**src/spe_pkg.sv**
```systemverilog
// shared types, constants and codes of the shortest path engine
package spe_pkg;

  localparam int unsigned MaxNodesDef = 2048;
  localparam int unsigned MaxEdgesDef = 8192;
  localparam logic [23:0] Unreach     = 24'd10000000;

  localparam logic [1:0] ModeClear = 2'd0;
  localparam logic [1:0] ModeAdd   = 2'd1;
  localparam logic [1:0] ModeRun   = 2'd2;
  localparam logic [1:0] ModeQuery = 2'd3;

  typedef enum logic [4:0] {
    S_INIT, S_IDLE, S_DISP, S_ADD1, S_ADD2, S_QRY, S_SWEEP, S_SEED, S_POP,
    S_POPRD, S_DN, S_DNRD, S_CHK, S_CHKRD, S_HEAD, S_EDGE1, S_EDGE, S_DRD,
    S_UP, S_UPRD, S_NEXT
  } spe_state_t;

  typedef enum logic [4:0] {
    OP_NONE, OP_LATCH, OP_DISP, OP_ADD1, OP_ADD2, OP_QRY, OP_SWEEP, OP_SEED,
    OP_POP, OP_POPRD, OP_DN, OP_DNRD, OP_CHK, OP_CHKRD, OP_HEAD, OP_EDGE1,
    OP_EDGE, OP_DRD, OP_UP, OP_UPRD, OP_NEXT, OP_INIT
  } dp_op_t;

  typedef struct packed {
    dp_op_t op;
  } spe_cmd_t;

  typedef struct packed {
    logic [1:0] mode;
    logic       disp_stop;
    logic       sweep_last;
    logic       run_oob;
    logic       heap_empty;
    logic       dn_done;
    logic       stale;
    logic       head_bad;
    logic       push;
    logic       up_root;
    logic       up_stop;
    logic       link_valid;
    logic       out_busy;
  } spe_sts_t;

  typedef struct packed {
    logic [10:0] src;
    logic [10:0] dst;
    logic [15:0] wt;
  } edge_ent_t;

  typedef struct packed {
    logic [23:0] cost;
    logic [10:0] node;
  } heap_ent_t;

endpackage

```
**src/spe_ctrl.sv**
```systemverilog
// controller state machine of the shortest path engine
module spe_ctrl import spe_pkg::*; (
  input  logic     clk,
  input  logic     rst_n,
  input  logic     in_valid,
  output logic     in_ready,
  input  spe_sts_t sts,
  output spe_cmd_t cmd
);

  spe_state_t state_r, state_nxt;

  always_ff @(posedge clk) begin
    if (!rst_n) begin
      state_r <= S_INIT;
    end else begin
      state_r <= state_nxt;
    end
  end

  always_comb begin
    state_nxt = state_r;
    case (state_r)
      S_INIT:  if (sts.sweep_last) state_nxt = S_IDLE;
      S_IDLE:  if (in_valid && in_ready) state_nxt = S_DISP;
      S_DISP: begin
        case (sts.mode)
          ModeClear: state_nxt = S_IDLE;
          ModeAdd:   state_nxt = sts.disp_stop ? S_IDLE : S_ADD1;
          ModeRun:   state_nxt = S_SWEEP;
          default:   state_nxt = sts.disp_stop ? S_IDLE : S_QRY;
        endcase
      end
      S_ADD1:  state_nxt = S_ADD2;
      S_ADD2:  state_nxt = S_IDLE;
      S_QRY:   state_nxt = S_IDLE;
      S_SWEEP: if (sts.sweep_last) state_nxt = S_SEED;
      S_SEED:  state_nxt = sts.run_oob ? S_IDLE : S_POP;
      S_POP:   state_nxt = sts.heap_empty ? S_IDLE : S_POPRD;
      S_POPRD: state_nxt = S_DN;
      S_DN:    state_nxt = S_DNRD;
      S_DNRD:  state_nxt = sts.dn_done ? S_CHK : S_DN;
      S_CHK:   state_nxt = S_CHKRD;
      S_CHKRD: state_nxt = sts.stale ? S_POP : S_HEAD;
      S_HEAD:  state_nxt = S_EDGE1;
      S_EDGE1: state_nxt = sts.head_bad ? S_POP : S_DRD;
      S_EDGE:  state_nxt = S_DRD;
      S_DRD:   state_nxt = sts.push ? S_UP : S_NEXT;
      S_UP:    state_nxt = sts.up_root ? S_NEXT : S_UPRD;
      S_UPRD:  state_nxt = sts.up_stop ? S_NEXT : S_UP;
      S_NEXT:  state_nxt = sts.link_valid ? S_EDGE : S_POP;
      default: state_nxt = S_IDLE;
    endcase
  end

  always_comb begin
    in_ready = 1'b0;
    cmd.op   = OP_NONE;
    case (state_r)
      S_INIT: cmd.op = OP_INIT;
      S_IDLE: begin
        in_ready = !sts.out_busy;
        if (in_valid && !sts.out_busy) cmd.op = OP_LATCH;
      end
      S_DISP:  cmd.op = OP_DISP;
      S_ADD1:  cmd.op = OP_ADD1;
      S_ADD2:  cmd.op = OP_ADD2;
      S_QRY:   cmd.op = OP_QRY;
      S_SWEEP: cmd.op = OP_SWEEP;
      S_SEED:  cmd.op = OP_SEED;
      S_POP:   cmd.op = OP_POP;
      S_POPRD: cmd.op = OP_POPRD;
      S_DN:    cmd.op = OP_DN;
      S_DNRD:  cmd.op = OP_DNRD;
      S_CHK:   cmd.op = OP_CHK;
      S_CHKRD: cmd.op = OP_CHKRD;
      S_HEAD:  cmd.op = OP_HEAD;
      S_EDGE1: cmd.op = OP_EDGE1;
      S_EDGE:  cmd.op = OP_EDGE;
      S_DRD:   cmd.op = OP_DRD;
      S_UP:    cmd.op = OP_UP;
      S_UPRD:  cmd.op = OP_UPRD;
      S_NEXT:  cmd.op = OP_NEXT;
      default: cmd.op = OP_NONE;
    endcase
  end

endmodule

```
**config.mk**
```make
export PLATFORM = sky130hd
export DESIGN_NAME = spe_ctrl
export DESIGN_NICKNAME = d
export VERILOG_FILES = /design/src/spe_pkg.sv /design/src/spe_ctrl.sv
export SDC_FILE = /design/constraint.sdc
export NUM_CORES = 1
export LEC_CHECK = 0
export BUFFER_PORTS_ARGS = -buffer_cell sky130_fd_sc_hd__buf_2
export CORE_AREA = 5 5 44 46
export DETAILED_ROUTE_END_ITERATION = 6
export DIE_AREA = 0 0 49 51
export GPL_TIMING_DRIVEN = 0
export PLACE_DENSITY = 0.73
export RECOVER_POWER = 25
export SLEW_MARGIN = 15
export SYNTH_ARGS = -nofsm -noshare
export SYNTH_HDL_FRONTEND = slang
export SYNTH_SLANG_ARGS = --single-unit
```
**constraint.sdc**
```tcl
create_clock -name clk -period 1.57 [get_ports clk]
set_input_delay 0.2355 -clock clk [delete_from_list [all_inputs] [get_ports clk]]
set_output_delay 0.2355 -clock clk [all_outputs]
set_load 0.01 [all_outputs]
```
==> impl_metrics.prom <==
# TYPE chip_impl_metric gauge
chip_impl_info{name="status",value="complete, but fails checks"} 1
chip_impl_info{name="violations",value="setup timing"} 1
chip_impl_metric{name="initial_core_util",unit=""} 0.478
chip_impl_metric{name="number_of_cells_on_the_worst_hold_path",unit=""} 2
chip_impl_metric{name="synth-edff-count",unit=""} 0
chip_impl_metric{name="routabilityCongestion",unit=""} 0.902
chip_impl_info{name="timing.critical_path.to_type",value="output port"} 1
chip_impl_metric{name="placedCellCount",unit=""} 141
chip_impl_metric{name="drv.max_cap_violation_count",unit=""} 0
chip_impl_info{name="yosysTopAreaCell",value="sky130_fd_sc_hd__dfxtp_1"} 1
chip_impl_metric{name="setup_viol",unit=""} 3
chip_impl_metric{name="yosysWarningCount",unit=""} 0
chip_impl_metric{name="clk_pin_slew_worst_paths",unit="ns"} 0.04
chip_impl_metric{name="flip_flop_count_of_the_largest_register_all_copies_and_words_added",unit=""} 5
chip_impl_metric{name="reg2reg_depth",unit=""} 6
chip_impl_metric{name="grt_first_pass_wirelength",unit="µm"} 4440
chip_impl_metric{name="post_synth_num_cell_types",unit=""} 42
chip_impl_info{name="timing.critical_path.cells",value="buf_6 -> buf_8 -> nor3_4 -> nor4bb_4 -> buf_2"} 1
chip_impl_metric{name="reg2reg_setup_slack",unit="ns"} 0.01
chip_impl_metric{name="worst_ep_arrival_time",unit="ns"} 1.44
chip_impl_metric{name="final_core_utilization",unit=""} 0.764
chip_impl_metric{name="stdcell_count",unit=""} 164
chip_impl_metric{name="boundaryPins",unit=""} 23
chip_impl_metric{name="grt_start_max_net_pins",unit=""} 11
chip_impl_metric{name="core-area",unit="µm²"} 1470
chip_impl_info{name="crit-reg2reg-launch",value="state_r[1]"} 1
chip_impl_info{name="min_delay_worst_endpoint",value="state_r[4]"} 1
chip_impl_info{name="max_flop_register",value="state_r"} 1
chip_impl_metric{name="clk_path_buf_depth",unit=""} 2
chip_impl_metric{name="synth_seq_cells",unit=""} 5
chip_impl_metric{name="detail-route-antenna-nets",unit=""} 0
chip_impl_info{name="synth.most_common_cell",value="sky130_fd_sc_hd__nor2_1"} 1
chip_impl_metric{name="vdd_ir_drop_max",unit="µV"} 530
chip_impl_metric{name="worst_slew_pin_slew",unit="ns"} 0.297
chip_impl_info{name="clock-root-buffer",value="sky130_fd_sc_hd__clkbuf_4"} 1
chip_impl_metric{name="layout.nets",unit=""} 166
chip_impl_metric{name="cts_hold_repair.buffers",unit=""} 0
chip_impl_info{name="cp-start-kind",value="register"} 1
chip_impl_metric{name="cts-buffers-inserted",unit=""} 3
chip_impl_info{name="endpoint_of_the_most_critical_register_to_register_path",value="state_r[0]"} 1
chip_impl_info{name="cts_tree",value="built"} 1
chip_impl_info{name="synth_ff_type",value="sky130_fd_sc_hd__dfxtp_1"} 1
chip_impl_metric{name="number_of_antenna_violations_at_the_first_check_in_global_routing",unit=""} 0
chip_impl_metric{name="wirelength_routed",unit="µm"} 3010
chip_impl_metric{name="layout-drive-gt1-share",unit=""} 0.480
chip_impl_metric{name="viasPerCell",unit=""} 6.50
chip_impl_metric{name="maximum_level_of_the_cts_h_tree",unit=""} 1
chip_impl_metric{name="synth_to_final_area_change",unit="%"} 60.0
chip_impl_metric{name="hpwl_dp",unit="µm"} 1680
chip_impl_metric{name="detail_route.iter0.violations",unit=""} 79
chip_impl_metric{name="synth.net_count",unit=""} 120
chip_impl_info{name="critical-path-slowest-cell",value="sky130_fd_sc_hd__dfxtp_2"} 1
chip_impl_info{name="criticalPathCategory",value="register to output port"} 1
chip_impl_metric{name="fp-row-count",unit=""} 14
chip_impl_metric{name="timing.final.crit_share",unit=""} 1.07
chip_impl_metric{name="worstPathRequired",unit="ns"} 1.33
chip_impl_metric{name="critPathMaxStageDelay",unit="ns"} 0.31
chip_impl_metric{name="worstSkewPairLatency",unit="ns"} 0.25
chip_impl_info{name="synthTopCellsByCount",value="sky130_fd_sc_hd__nor2_1 (9), sky130_fd_sc_hd__a21oi_1 (8), sky130_fd_sc_hd__buf_2 (8)"} 1
chip_impl_metric{name="post_synthesis_cell_area",unit="µm²"} 703
chip_impl_metric{name="diodes",unit=""} 0
chip_impl_info{name="synth_area_leaders",value="sky130_fd_sc_hd__dfxtp_1 (14%), sky130_fd_sc_hd__a21oi_1 (5.7%), sky130_fd_sc_hd__buf_2 (5.7%)"} 1
chip_impl_metric{name="crit_path_max_fanout",unit=""} 7
chip_impl_metric{name="pwr_density_cell",unit="nW/µm²"} 418
chip_impl_info{name="hold_path_class",value="primary input to register"} 1
chip_impl_metric{name="synth_sequential_area_ratio",unit=""} 0.142
chip_impl_metric{name="detail_route.drc_violations",unit=""} 0
chip_impl_metric{name="static-leakage-power",unit="nW"} 0.510
chip_impl_metric{name="timing.slew.headroom",unit=""} 0.800
chip_impl_metric{name="die-width",unit="µm"} 49
chip_impl_metric{name="synth_top_area_share",unit=""} 0.142
chip_impl_metric{name="tritoncts_num_sinks",unit=""} 5
chip_impl_metric{name="final.setup.worst_slack",unit="ns"} -0.109
chip_impl_metric{name="globalRoute.totalOverflow",unit=""} 0
chip_impl_metric{name="first_global_vias",unit=""} 989
chip_impl_metric{name="fmaxAchievable",unit="GHz"} 0.596
chip_impl_metric{name="async_reset_ff_frac",unit=""} 0
chip_impl_metric{name="syn_area_per_cell",unit="µm²"} 6.83
chip_impl_info{name="biggestRegsByFlops",value="state_r (5)"} 1
chip_impl_metric{name="routed-via-count",unit=""} 1066
chip_impl_info{name="unrepaired_setup_endpoints_after_global_routing",value="true"} 1
chip_impl_metric{name="post_synth_inst_count",unit=""} 103
chip_impl_metric{name="fin_crit",unit="ns"} 1.68
chip_impl_metric{name="fin_skew",unit="ns"} 0.00347
chip_impl_metric{name="final_max_slew_viol_count",unit=""} 0
chip_impl_metric{name="drt_first_pass_iters",unit=""} 4
chip_impl_metric{name="average_routed_wire_per_standard_cell",unit="µm"} 18.3
chip_impl_metric{name="floorplan.die.height",unit="µm"} 51
chip_impl_metric{name="grtUsageTotal",unit=""} 0.224
chip_impl_metric{name="number_of_buffer_cells_added_on_primary_ports",unit=""} 22
chip_impl_metric{name="die_ar",unit="µm²"} 2500
chip_impl_info{name="hold_path.startpoint",value="rst_n"} 1
chip_impl_metric{name="timing.final.hold_violations",unit=""} 0
## area by class of cell
cell class | count | area, µm²
multi-input cells | 82 | 593
repair buffers | 42 | 255
well taps | 16 | 20.0
flip-flops and latches | 5 | 106
plain buffers | 8 | 97.6
clock buffers | 4 | 26.3
fillers | 105 | 347
inverters | 7 | 26.3
## how the worst max path moves through the flow
stage          slack (ns)        from  depth (start not counted)  endpoint
4_1_cts            -0.009  state_r[1]                          4    cmd[2]
3_3_place_gp        -0.03  state_r[3]                          5  in_ready
5_1_grt             -0.20  state_r[3]                          5  in_ready
2_1_floorplan        0.02  state_r[3]                          4  in_ready
3_5_place_dp        -0.07  state_r[3]                          5  in_ready
6_report            -0.11  state_r[3]                          5  in_ready
## kinds of logic (layout without fill, tap and decap cells)
logic type | after synthesis | count (layout) | share of synthesized area
mux | 2 | 2 | 0.0302
simple gates | 46 | 46 | 0.383
xor+xnor | 1 | 1 | 0.0125
flops | 5 | 5 | 0.142
compound gates | 33 | 33 | 0.322
buf+inv | 16 | 61 | 0.110
## through the flow
stage                     cell area [µm²]  power (mW)  setup TNS (ns)  hold slack, ns  worst slack (ns)
after floorplan                       703       0.218               0           0.353            0.0226
after global placement                833       0.271         -0.0321           0.510           -0.0321
after detailed placement              833       0.273         -0.0717           0.503           -0.0717
after CTS                            1020       0.448        -0.00905           0.248          -0.00905
after global routing                 1120       0.491          -0.438           0.259            -0.197
final                                1120       0.470          -0.186           0.251            -0.109
## metal layers
metal,up-vias,global-route usage,part of all wire
li1,476,-,-
met1,468,0.254,0.35
met2,96,0.374,0.45
met3,26,0.0581,0.13
met4,0,0.143,0.067
met5,-,0,0
## report_power, final
| part | switching, mW | total, mW | internal (mW) | leakage [nW] |
|---|---|---|---|---|
| clock network | 0.0561 | 0.152 | 0.0963 | 0.0150 |
| logic | 0.0902 | 0.176 | 0.0856 | 0.452 |
| registers | 0.00981 | 0.142 | 0.132 | 0.0429 |
| total | 0.156 | 0.470 | 0.314 | 0.510 |
## cells in the final DEF, fill, tap and decap left out, drive strengths merged, types with 2 or more instances in the layout
master and n:
o21ai 4, buf 49, nand4 2, nand3 4
nor2 9, o311a 2, a31oi 3, nor3 6
a21oi 8, o21a 4, dfxtp 5, clkbuf 5
and3 2, nand2b 4, nor2b 2, inv 7
and3b 2, o211ai 4, nand2 5
## worst max-delay path, delay by kind of cell, from the launching register on
kind                   cells  cell delay, ns
buffers and inverters      3            0.45
AND/OR/NAND/NOR            2            0.42
flip-flops                 1            0.31
## repair_timing
item / 4_1_cts / 5_1_grt
cloned: 1 / 0
buffers inserted: 10 / 9
pin swaps: 4 / 3
gates resized for setup: 24 / 11
endpoints found under the setup margin: 4 / 6
Power figures use the tool's default switching activity.
